## config.mk

```make
export PLATFORM = sky130hd
export DESIGN_NAME = named_semaphore_table
export DESIGN_NICKNAME = d
export VERILOG_FILES = /design/src/hw/rtl/snt_pkg.sv /design/src/hw/rtl/named_semaphore_table.sv /design/src/hw/rtl/snt_dp.sv /design/src/hw/rtl/snt_ctrl.sv
export SDC_FILE = /design/constraint.sdc
export NUM_CORES = 2
export LEC_CHECK = 0
export BUFFER_PORTS_ARGS = -buffer_cell sky130_fd_sc_hd__buf_4
export CELL_PAD_IN_SITES_DETAIL_PLACEMENT = 1
export CELL_PAD_IN_SITES_GLOBAL_PLACEMENT = 2
export CORE_MARGIN = 3
export CORE_UTILIZATION = 40
export DETAILED_ROUTE_END_ITERATION = 8
export PLACE_DENSITY_LB_ADDON = 0.1
export SLEW_MARGIN = 20
export SYNTH_ARGS = -nofsm -noshare
export SYNTH_HDL_FRONTEND = slang
export SYNTH_SLANG_ARGS = --single-unit
export TNS_END_PERCENT = 1
```

## constraint.sdc

```tcl
create_clock -name clk -period 7.56 [get_ports clk]
set_input_delay 1.134 -clock clk [delete_from_list [all_inputs] [get_ports clk]]
set_output_delay 1.134 -clock clk [all_outputs]
set_load 0.02 [all_outputs]
```

## src/hw/rtl/snt_pkg.sv

```systemverilog
// ---------------------------------------------------------------------------
// snt_pkg: shared types and constants of the named semaphore table
// Item formats, request kinds, result codes, table sizes and the command
// and status bundles between the controller and the datapath.
// ---------------------------------------------------------------------------
`default_nettype none

package snt_pkg;

    // Table sizes.
    localparam int SLOTS      = 16;
    localparam int WAIT_DEPTH = 8;

    localparam int SLOT_W  = (SLOTS > 1) ? $clog2(SLOTS) : 1;
    localparam int QIDX_W  = (WAIT_DEPTH > 1) ? $clog2(WAIT_DEPTH) : 1;
    localparam int FILL_W  = $clog2(WAIT_DEPTH + 1);
    localparam int QADDR_W = (SLOTS * WAIT_DEPTH > 1) ? $clog2(SLOTS * WAIT_DEPTH) : 1;

    // Request kinds.
    localparam logic [2:0] KIND_OPEN    = 3'd0;
    localparam logic [2:0] KIND_POST    = 3'd1;
    localparam logic [2:0] KIND_WAIT    = 3'd2;
    localparam logic [2:0] KIND_DESTROY = 3'd3;
    localparam logic [2:0] KIND_UNREG   = 3'd4;

    // Result status codes.
    localparam logic [1:0] ST_OK      = 2'd0;
    localparam logic [1:0] ST_ERROR   = 2'd1;
    localparam logic [1:0] ST_BLOCKED = 2'd2;
    localparam logic [1:0] ST_DEFER   = 2'd3;

    typedef struct packed {
        logic [2:0]  kind;
        logic [3:0]  sem_handle;
        logic [31:0] name_key;
        logic [7:0]  initial_count;
        logic [7:0]  caller_pid;
    } req_t;

    typedef struct packed {
        logic [1:0] status;
        logic [3:0] handle_out;
        logic [7:0] count_after;
        logic       wake_valid;
        logic [7:0] wake_pid;
    } rsp_t;

    // Datapath commands issued by the controller.
    typedef enum logic [3:0] {
        CMD_NONE,
        CMD_LOAD,
        CMD_SCAN,
        CMD_OPEN_DONE,
        CMD_EXEC,
        CMD_QRD,
        CMD_QRD_NEXT,
        CMD_QINC,
        CMD_SHWR,
        CMD_WAKE,
        CMD_UNREG_DONE,
        CMD_FAIL,
        CMD_PUBLISH
    } cmd_t;

    // Datapath status seen by the controller.
    typedef struct packed {
        logic is_open;
        logic is_post;
        logic is_unreg;
        logic bad;
        logic has_waiter;
        logic scan_last;
        logic match;
        logic q_last;
    } dp_status_t;

endpackage

`default_nettype wire

```

## src/hw/rtl/named_semaphore_table.sv

```systemverilog
// ---------------------------------------------------------------------------
// named_semaphore_table: hardware table of named counting semaphores
// Open, post, wait, destroy and unregister requests, one result per item.
// ---------------------------------------------------------------------------
// The block handles one request item at a time and returns one result item
// for each; it takes no new item until the result of the last one is on the
// output. Open scans the whole slot table one slot per cycle, also when the
// table is full. Post on a slot with waiters reads the oldest waiter from
// the queue memory and wakes it. Unregister walks the slot's wait queue
// through the queue memory, comparing each entry with the caller and moving
// the entries behind a match up by one. A new request is taken while the
// previous result still waits on the output; the one after it waits until
// that result is accepted.
`default_nettype none

module named_semaphore_table (
    input  wire logic           clk,
    input  wire logic           rst_n,
    input  wire logic           req_valid,
    output logic                req_ready,
    input  wire snt_pkg::req_t  req,
    output logic                rsp_valid,
    input  wire logic           rsp_ready,
    output snt_pkg::rsp_t       rsp
);

    snt_pkg::cmd_t       cmd;
    snt_pkg::dp_status_t status;

    // Sequencer.
    snt_ctrl u_ctrl (
        .clk       (clk),
        .rst_n     (rst_n),
        .req_valid (req_valid),
        .req_ready (req_ready),
        .rsp_valid (rsp_valid),
        .rsp_ready (rsp_ready),
        .status    (status),
        .cmd       (cmd)
    );

    // Slot table and wait queues.
    snt_dp u_dp (
        .clk    (clk),
        .rst_n  (rst_n),
        .cmd    (cmd),
        .req_in (req),
        .rsp    (rsp),
        .status (status)
    );

endmodule

`default_nettype wire

```

## src/hw/rtl/snt_dp.sv

```systemverilog
// ---------------------------------------------------------------------------
// snt_dp: datapath of the named semaphore table
// Holds the slot table, the wait-queue memory, the request and result
// registers, and carries out one command from the controller per cycle.
// ---------------------------------------------------------------------------
`default_nettype none

module snt_dp (
    input  wire logic               clk,
    input  wire logic               rst_n,
    input  wire snt_pkg::cmd_t      cmd,
    input  wire snt_pkg::req_t      req_in,
    output snt_pkg::rsp_t           rsp,
    output snt_pkg::dp_status_t     status
);

    // Slot table: control part with reset, payload part without.
    logic                          in_use_reg [snt_pkg::SLOTS];
    logic [7:0]                    refs_reg   [snt_pkg::SLOTS];
    logic [snt_pkg::QIDX_W-1:0]    head_reg   [snt_pkg::SLOTS];
    logic [snt_pkg::FILL_W-1:0]    fill_reg   [snt_pkg::SLOTS];
    logic [7:0]                    count_reg  [snt_pkg::SLOTS];
    logic [31:0]                   key_reg    [snt_pkg::SLOTS];

    // Wait-queue memory, one row of WAIT_DEPTH entries per slot.
    logic [7:0] waiter_mem [snt_pkg::SLOTS * snt_pkg::WAIT_DEPTH];

    snt_pkg::req_t                 req_reg;
    snt_pkg::rsp_t                 res_reg;
    snt_pkg::rsp_t                 rsp_reg;
    logic [snt_pkg::SLOT_W-1:0]    idx_reg;
    logic [snt_pkg::QIDX_W-1:0]    qi_reg;
    logic                          found_reg;
    logic [snt_pkg::SLOT_W-1:0]    hit_reg;
    logic [7:0]                    hit_count_reg;
    logic                          free_found_reg;
    logic [snt_pkg::SLOT_W-1:0]    free_reg;
    logic [7:0]                    rdata_reg;

    logic                          cur_in_use;
    logic [7:0]                    cur_refs;
    logic [7:0]                    cur_count;
    logic [snt_pkg::QIDX_W-1:0]    cur_head;
    logic [snt_pkg::FILL_W-1:0]    cur_fill;
    logic [snt_pkg::QIDX_W:0]      fill_ext;
    logic [snt_pkg::QIDX_W:0]      qi_ext;
    logic [snt_pkg::QIDX_W:0]      qi_inc;
    logic                          h_ok;
    logic                          bad;
    logic [7:0]                    count_inc;
    logic [7:0]                    refs_dec;
    logic                          wait_take;
    logic                          wait_full;
    logic                          destroy_free;
    logic [snt_pkg::QADDR_W-1:0]   rd_addr;
    logic [snt_pkg::QADDR_W-1:0]   wr_addr;
    logic                          wr_en;
    logic [7:0]                    wr_data;
    logic [snt_pkg::SLOT_W-1:0]    load_idx;
    logic [snt_pkg::QADDR_W-1:0]   head_pos;

    // Queue position of offset off within the queue of slot s.
    function automatic logic [snt_pkg::QADDR_W-1:0] qpos(
        input logic [snt_pkg::SLOT_W-1:0] s,
        input logic [snt_pkg::QIDX_W-1:0] head,
        input logic [snt_pkg::QIDX_W:0]   off
    );
        logic [snt_pkg::QIDX_W:0] sum;
        logic [snt_pkg::QIDX_W:0] wrapped;
        sum = {1'b0, head} + off;
        if (sum >= (snt_pkg::QIDX_W+1)'(snt_pkg::WAIT_DEPTH))
        begin
            wrapped = sum - (snt_pkg::QIDX_W+1)'(snt_pkg::WAIT_DEPTH);
        end
        else
        begin
            wrapped = sum;
        end
        return snt_pkg::QADDR_W'(s) * snt_pkg::QADDR_W'(snt_pkg::WAIT_DEPTH)
             + snt_pkg::QADDR_W'(wrapped);
    endfunction

    // The per-slot reads below all go through the single slot pointer.
    assign cur_in_use = in_use_reg[idx_reg];
    assign cur_refs   = refs_reg[idx_reg];
    assign cur_count  = count_reg[idx_reg];
    assign cur_head   = head_reg[idx_reg];
    assign cur_fill   = fill_reg[idx_reg];
    assign fill_ext   = (snt_pkg::QIDX_W+1)'(cur_fill);
    assign qi_ext     = {1'b0, qi_reg};
    assign qi_inc     = qi_ext + (snt_pkg::QIDX_W+1)'(1);

    // Head position after the oldest waiter leaves.
    assign head_pos = qpos(snt_pkg::SLOT_W'(0), cur_head, (snt_pkg::QIDX_W+1)'(1));

    // Request checks and per-kind decisions.
    assign h_ok = 32'(req_reg.sem_handle) < 32'(snt_pkg::SLOTS);
    assign bad  = (req_reg.kind > snt_pkg::KIND_UNREG) || !h_ok || !cur_in_use;

    assign count_inc    = (cur_count != 8'hFF) ? cur_count + 8'd1 : cur_count;
    assign refs_dec     = (cur_refs != 8'd0) ? cur_refs - 8'd1 : cur_refs;
    assign wait_take    = cur_count != 8'd0;
    assign wait_full    = fill_ext >= (snt_pkg::QIDX_W+1)'(snt_pkg::WAIT_DEPTH);
    assign destroy_free = (refs_dec == 8'd0) && (cur_fill == '0);

    assign load_idx = (req_in.kind == snt_pkg::KIND_OPEN) ? '0
                    : snt_pkg::SLOT_W'(req_in.sem_handle);

    // Status toward the controller.
    always_comb
    begin
        status.is_open    = req_reg.kind == snt_pkg::KIND_OPEN;
        status.is_post    = req_reg.kind == snt_pkg::KIND_POST;
        status.is_unreg   = req_reg.kind == snt_pkg::KIND_UNREG;
        status.bad        = bad;
        status.has_waiter = cur_fill != '0;
        status.scan_last  = idx_reg == snt_pkg::SLOT_W'(snt_pkg::SLOTS - 1);
        status.match      = rdata_reg == req_reg.caller_pid;
        status.q_last     = qi_inc >= fill_ext;
    end

    // Queue memory addresses and write enable.
    always_comb
    begin
        if (cmd == snt_pkg::CMD_QRD_NEXT)
        begin
            rd_addr = qpos(idx_reg, cur_head, qi_inc);
        end
        else
        begin
            rd_addr = qpos(idx_reg, cur_head, qi_ext);
        end
        wr_en   = 1'b0;
        wr_addr = qpos(idx_reg, cur_head, qi_ext);
        wr_data = rdata_reg;
        if (cmd == snt_pkg::CMD_SHWR)
        begin
            wr_en = 1'b1;
        end
        else if (cmd == snt_pkg::CMD_EXEC && req_reg.kind == snt_pkg::KIND_WAIT
                 && !wait_take && !wait_full)
        begin
            wr_en   = 1'b1;
            wr_addr = qpos(idx_reg, cur_head, fill_ext);
            wr_data = req_reg.caller_pid;
        end
    end

    // Wait-queue memory: one write and one registered read per cycle.
    always_ff @(posedge clk)
    begin
        if (wr_en)
        begin
            waiter_mem[wr_addr] <= wr_data;
        end
        if (cmd == snt_pkg::CMD_QRD || cmd == snt_pkg::CMD_QRD_NEXT)
        begin
            rdata_reg <= waiter_mem[rd_addr];
        end
    end

    // Slot control state.
    always_ff @(posedge clk or negedge rst_n)
    begin
        if (!rst_n)
        begin
            for (int i = 0; i < snt_pkg::SLOTS; i++)
            begin
                in_use_reg[i] <= 1'b0;
                refs_reg[i]   <= 8'd0;
                head_reg[i]   <= '0;
                fill_reg[i]   <= '0;
            end
        end
        else
        begin
            unique case (cmd)
                snt_pkg::CMD_OPEN_DONE:
                begin
                    if (found_reg)
                    begin
                        if (refs_reg[hit_reg] != 8'hFF)
                        begin
                            refs_reg[hit_reg] <= refs_reg[hit_reg] + 8'd1;
                        end
                    end
                    else if (free_found_reg)
                    begin
                        in_use_reg[free_reg] <= 1'b1;
                        refs_reg[free_reg]   <= 8'd1;
                        head_reg[free_reg]   <= '0;
                        fill_reg[free_reg]   <= '0;
                    end
                end
                snt_pkg::CMD_EXEC:
                begin
                    if (req_reg.kind == snt_pkg::KIND_WAIT && !wait_take && !wait_full)
                    begin
                        fill_reg[idx_reg] <= cur_fill + snt_pkg::FILL_W'(1);
                    end
                    else if (req_reg.kind == snt_pkg::KIND_DESTROY)
                    begin
                        refs_reg[idx_reg] <= refs_dec;
                        if (destroy_free)
                        begin
                            in_use_reg[idx_reg] <= 1'b0;
                            head_reg[idx_reg]   <= '0;
                            fill_reg[idx_reg]   <= '0;
                        end
                    end
                end
                snt_pkg::CMD_WAKE:
                begin
                    head_reg[idx_reg] <= head_pos[snt_pkg::QIDX_W-1:0];
                    fill_reg[idx_reg] <= cur_fill - snt_pkg::FILL_W'(1);
                end
                snt_pkg::CMD_UNREG_DONE:
                begin
                    fill_reg[idx_reg] <= cur_fill - snt_pkg::FILL_W'(1);
                end
                default:
                begin
                end
            endcase
        end
    end

    // Request, scan and result registers, slot payload.
    always_ff @(posedge clk)
    begin
        unique case (cmd)
            snt_pkg::CMD_LOAD:
            begin
                req_reg        <= req_in;
                idx_reg        <= load_idx;
                qi_reg         <= '0;
                found_reg      <= 1'b0;
                free_found_reg <= 1'b0;
            end
            snt_pkg::CMD_SCAN:
            begin
                if (!found_reg && cur_in_use && key_reg[idx_reg] == req_reg.name_key)
                begin
                    found_reg     <= 1'b1;
                    hit_reg       <= idx_reg;
                    hit_count_reg <= cur_count;
                end
                if (!free_found_reg && !cur_in_use)
                begin
                    free_found_reg <= 1'b1;
                    free_reg       <= idx_reg;
                end
                idx_reg <= idx_reg + snt_pkg::SLOT_W'(1);
            end
            snt_pkg::CMD_OPEN_DONE:
            begin
                res_reg <= '0;
                if (found_reg)
                begin
                    res_reg.handle_out  <= 4'(hit_reg);
                    res_reg.count_after <= hit_count_reg;
                end
                else if (free_found_reg)
                begin
                    key_reg[free_reg]   <= req_reg.name_key;
                    count_reg[free_reg] <= req_reg.initial_count;
                    res_reg.handle_out  <= 4'(free_reg);
                    res_reg.count_after <= req_reg.initial_count;
                end
                else
                begin
                    res_reg.status <= snt_pkg::ST_ERROR;
                end
            end
            snt_pkg::CMD_EXEC:
            begin
                res_reg <= '0;
                unique case (req_reg.kind)
                    snt_pkg::KIND_POST:
                    begin
                        count_reg[idx_reg]  <= count_inc;
                        res_reg.count_after <= count_inc;
                    end
                    snt_pkg::KIND_WAIT:
                    begin
                        if (wait_take)
                        begin
                            count_reg[idx_reg]  <= cur_count - 8'd1;
                            res_reg.count_after <= cur_count - 8'd1;
                        end
                        else if (wait_full)
                        begin
                            res_reg.status <= snt_pkg::ST_ERROR;
                        end
                        else
                        begin
                            res_reg.status      <= snt_pkg::ST_BLOCKED;
                            res_reg.count_after <= cur_count;
                        end
                    end
                    snt_pkg::KIND_DESTROY:
                    begin
                        if (!destroy_free)
                        begin
                            res_reg.status      <= snt_pkg::ST_DEFER;
                            res_reg.count_after <= cur_count;
                        end
                    end
                    default:
                    begin
                        res_reg.status <= snt_pkg::ST_ERROR;
                    end
                endcase
            end
            snt_pkg::CMD_QINC:
            begin
                qi_reg <= qi_reg + snt_pkg::QIDX_W'(1);
            end
            snt_pkg::CMD_SHWR:
            begin
                qi_reg <= qi_reg + snt_pkg::QIDX_W'(1);
            end
            snt_pkg::CMD_WAKE:
            begin
                res_reg             <= '0;
                res_reg.count_after <= cur_count;
                res_reg.wake_valid  <= 1'b1;
                res_reg.wake_pid    <= rdata_reg;
            end
            snt_pkg::CMD_UNREG_DONE:
            begin
                res_reg             <= '0;
                res_reg.count_after <= cur_count;
            end
            snt_pkg::CMD_FAIL:
            begin
                res_reg        <= '0;
                res_reg.status <= snt_pkg::ST_ERROR;
            end
            snt_pkg::CMD_PUBLISH:
            begin
                rsp_reg <= res_reg;
            end
            default:
            begin
            end
        endcase
    end

    assign rsp = rsp_reg;

endmodule

`default_nettype wire

```

## src/hw/rtl/snt_ctrl.sv

```systemverilog
// ---------------------------------------------------------------------------
// snt_ctrl: controller of the named semaphore table
// Sequences each request through the datapath: slot scan for open, queue
// reads for post and unregister, queue compaction, and result hand-off.
// ---------------------------------------------------------------------------
`default_nettype none

module snt_ctrl (
    input  wire logic                   clk,
    input  wire logic                   rst_n,
    input  wire logic                   req_valid,
    output logic                        req_ready,
    output logic                        rsp_valid,
    input  wire logic                   rsp_ready,
    input  wire snt_pkg::dp_status_t    status,
    output snt_pkg::cmd_t               cmd
);

    typedef enum logic [3:0] {
        S_IDLE,
        S_DISPATCH,
        S_SCAN,
        S_OPEN_END,
        S_WAKE,
        S_UREAD,
        S_UCMP,
        S_SHWR,
        S_SHCHK,
        S_FINISH
    } state_t;

    state_t state_reg;
    state_t state_next;
    logic   rsp_valid_reg;

    // Command and next state.
    always_comb
    begin
        cmd        = snt_pkg::CMD_NONE;
        state_next = state_reg;
        unique case (state_reg)
            S_IDLE:
            begin
                if (req_valid)
                begin
                    cmd        = snt_pkg::CMD_LOAD;
                    state_next = S_DISPATCH;
                end
            end
            S_DISPATCH:
            begin
                priority if (status.is_open)
                begin
                    state_next = S_SCAN;
                end
                else if (status.bad)
                begin
                    cmd        = snt_pkg::CMD_FAIL;
                    state_next = S_FINISH;
                end
                else if (status.is_post && status.has_waiter)
                begin
                    cmd        = snt_pkg::CMD_QRD;
                    state_next = S_WAKE;
                end
                else if (status.is_unreg && status.has_waiter)
                begin
                    cmd        = snt_pkg::CMD_QRD;
                    state_next = S_UCMP;
                end
                else
                begin
                    cmd        = snt_pkg::CMD_EXEC;
                    state_next = S_FINISH;
                end
            end
            S_SCAN:
            begin
                cmd = snt_pkg::CMD_SCAN;
                if (status.scan_last)
                begin
                    state_next = S_OPEN_END;
                end
            end
            S_OPEN_END:
            begin
                cmd        = snt_pkg::CMD_OPEN_DONE;
                state_next = S_FINISH;
            end
            S_WAKE:
            begin
                cmd        = snt_pkg::CMD_WAKE;
                state_next = S_FINISH;
            end
            S_UREAD:
            begin
                cmd        = snt_pkg::CMD_QRD;
                state_next = S_UCMP;
            end
            S_UCMP:
            begin
                priority if (status.match && status.q_last)
                begin
                    cmd        = snt_pkg::CMD_UNREG_DONE;
                    state_next = S_FINISH;
                end
                else if (status.match)
                begin
                    cmd        = snt_pkg::CMD_QRD_NEXT;
                    state_next = S_SHWR;
                end
                else if (status.q_last)
                begin
                    cmd        = snt_pkg::CMD_FAIL;
                    state_next = S_FINISH;
                end
                else
                begin
                    cmd        = snt_pkg::CMD_QINC;
                    state_next = S_UREAD;
                end
            end
            S_SHWR:
            begin
                cmd        = snt_pkg::CMD_SHWR;
                state_next = S_SHCHK;
            end
            S_SHCHK:
            begin
                if (status.q_last)
                begin
                    cmd        = snt_pkg::CMD_UNREG_DONE;
                    state_next = S_FINISH;
                end
                else
                begin
                    cmd        = snt_pkg::CMD_QRD_NEXT;
                    state_next = S_SHWR;
                end
            end
            S_FINISH:
            begin
                if (!rsp_valid_reg || rsp_ready)
                begin
                    cmd        = snt_pkg::CMD_PUBLISH;
                    state_next = S_IDLE;
                end
            end
            default:
            begin
                state_next = S_IDLE;
            end
        endcase
    end

    // State and output valid.
    always_ff @(posedge clk or negedge rst_n)
    begin
        if (!rst_n)
        begin
            state_reg     <= S_IDLE;
            rsp_valid_reg <= 1'b0;
        end
        else
        begin
            state_reg <= state_next;
            if (cmd == snt_pkg::CMD_PUBLISH)
            begin
                rsp_valid_reg <= 1'b1;
            end
            else if (rsp_ready)
            begin
                rsp_valid_reg <= 1'b0;
            end
        end
    end

    assign req_ready = state_reg == S_IDLE;
    assign rsp_valid = rsp_valid_reg;

endmodule

`default_nettype wire
```

==> results.cfg <==
[global_route]
grt_pass1_wl_um = 511600
top_usage_layer = met2
grtUsageMet2_pct = 44.58
grt_usage_pct = 27.50
grt_overflow = 0
first_global_vias = 70147
antenna_found_initial = 8
use_met1_pct = 38.29
grt_util_met3_pct = 3.969
grt_max_degree = 187

[cts]
insertion_delay_ns = 0.90
ctsResizeCount = 0
post_cts_buffers = 0
hold_buffers = 0
root_buffer = clkbuf_16
cts_sinks = 2059
cts_buffers = 225
cts_tree = yes
path_clk_slew_ns = 0.06
clock_path_buffers = 3
htree_levels = 4

[pwr]
p_comb_share_pct = 40.3
power.internal_w = 0.02586
p_sw_w = 0.01743
clockPowerShare_pct = 26.7
switching_share_pct = 40.27
leakagePower_nw = 36.07
powerDensity_mw_per_mm2 = 389.0
vdd_drop_max_mv = 0.3214
p_seq_share_pct = 33.0

[synth]
synth.distinct_cells = 93
syn_avg_cell_area_sq_um = 14.17
synth_area_leaders = edfxtp_1 (55%), mux4_2 (8.1%), dfrtp_1 (6.7%)
yosysTopAreaCell = edfxtp_1
synth_edf_count = 1794
ys_ff_latch = 2059
async_flop_share_pct = 12.68
netlist_top_cells_count = edfxtp_1 (1,794), clkbuf_1 (505), nand2_1 (371)
yosysMostFrequentCell = edfxtp_1
ys_seq_area_share_pct = 61.91
yosysTopAreaCellShare_pct = 55.15
yosys_warnings = 0
synth_ff_type = edfxtp_1
syn-instance-count = 6892
syn-cell-area_sq_mm = 0.09769

[final_layout]
instances_no_fill = 10278
postLayoutCoreUtil_pct = 46.05
area_delta_synth_final_pct = 13.92
design_area_sq_mm = 0.1113
layout-drive-gt1-share_pct = 19.12
largest_reg_flops = 1024
finalNetCount = 6992

[route]
routed_via_density = 6.629
num_vias = 68133
routedWlPerCell_um = 34.20
initialDrtViolationCount = 6760
routed_wl_um = 351500
antenna_left = 0
route.detailed.drc = 0
drt_pass1_iterations = 6

[critical_path]
startpoint = u_dp.idx_reg[3]
r2r_start = u_dp.idx_reg[3]
crit_required_ns = 8.11
cp_max_fo = 36
cp.arrival_ns = 7.43
setup.worst_path.start_class = flip-flop
rrSetupSlack_ns = 0.68
reg2reg_to = u_dp.rdata_reg[4]
rr_worst_depth = 14
endpoint_kind = flip-flop
critPathKind = flip-flop to flip-flop

[timing]
slew_viol_final = 0
fmax_ghz = 0.1454
relSlewSlack_pct = 21.78
fin_crit_ns = 6.877
worst_slack_ns = 0.6826
setup_violations = 0
max_slew.worst_pin.slew_ns = 1.168
clock_skew_ns = 0.08249
setup_tns_ns = 0
hold_viol_final = 0
period_share_pct = 90.97
rsz0062_at_grt = false

[die]
fp.dieArea_sq_mm = 0.2502
start_util_pct = 40.43
die_w_um = 500.2
design.core.area_sq_mm = 0.2417
io_pins = 84
rows = 180
die_y_um = 500.2

[placed_design]
gp_congestion = 0.8526
placed_area_sq_mm = 0.1035
io_buffers = 83
dp_worst_setup_slack_ns = 0.8338
dp_hpwl_um = 215000
placed_cells = 9859

[hold_path]
min_path_type = input pin to async pin

[run_status]
status = finished clean

[job]
cap_violations = 0
-- layout by cell type (no fill, tap or decap), types with 204 or more instances in the layout --
cell,count
edfxtp_1,1794
clkbuf_16,225
mux4_2,350
a21oi_1,205
mux2i_1,296
dfrtp_1,261
buf_4,406
nand2_1,359
o22ai_1,260
o2111ai_1,204
-- layout make-up --
type,count,area [sq um]
Antenna cell,1,2.502
Clock buffer,267,5888
Clock inverter,151,1876
Fill cell,23622,130400
Inverter,47,182.7
Multi-Input combinational cell,4118,34950
Sequential cell,2059,60500
Tap cell,3185,3985
Timing Repair Buffer,450,3905
-- cell families (layout without fill, tap and decap cells) --
kind of cell,after synthesis,count (layout),synth area share (%)
mux,738,738,12.16
xor+xnor,70,70,0.6276
other cells,1,4,0.003839
flops,2059,2059,61.91
buf+inv,717,915,2.906
compound gates,2147,2147,16.38
fa+ha+maj,34,34,0.4534
simple gates,1126,1126,5.552
-- how the worst max path moves through the flow --
stage                                    to  slack, ns  depth (start not counted)
after floorplan           u_dp.rdata_reg[0]       1.04                         16
after global placement    u_dp.rdata_reg[4]       0.35                         14
after detailed placement  u_dp.rdata_reg[4]       0.83                         14
after CTS                 u_dp.rdata_reg[4]       0.59                         14
after global routing      u_dp.rdata_reg[4]       0.45                         14
final                     u_dp.rdata_reg[4]       0.68                         14
-- routing by layer --
metal	vias to the layer above	part of all wire (%)	wire length [um]
met4	4	3.4	11800
met3	549	5.6	19830
met2	2372	48	167800
met5	-	0.0097	34
li1	28771	-	-
met1	36437	43	152100
-- power by group through the flow --
stage	registers [W]	logic [W]	clock network, W
final	0.0143	0.0174	0.0115
after global routing	0.0144	0.0184	0.0123
after CTS	0.0143	0.0174	0.0118
after detailed placement	0.0145	0.0173	0
after global placement	0.0145	0.0171	0
after floorplan	0.0142	0.0106	0
-- through the flow --
step                hold WS [ns]  total power (W)
global route              0.2580          0.04505
global placement          0.4019          0.03162
floorplan                 0.4003          0.02478
detailed placement        0.4052          0.03185
CTS                       0.2435          0.04344
finish                    0.1715          0.04329
-- worst max-delay path, cell delays in order, from the launching register on --
cell and delay (ns):
edfxtp_1 0.85, mux4_2 0.60, mux4_2 0.69, inv_1 0.15, ha_1 0.15, o21ai_0 0.10, nand2b_1 0.28, nand2_2 0.10
a31oi_1 0.77, nand2_2 0.80, o2111ai_1 0.56, a21oi_1 0.20, a2111oi_1 0.90, buf_4 0.26, a211oi_1 0.08
No activity file was read; power rests on OpenSTA's default activity.
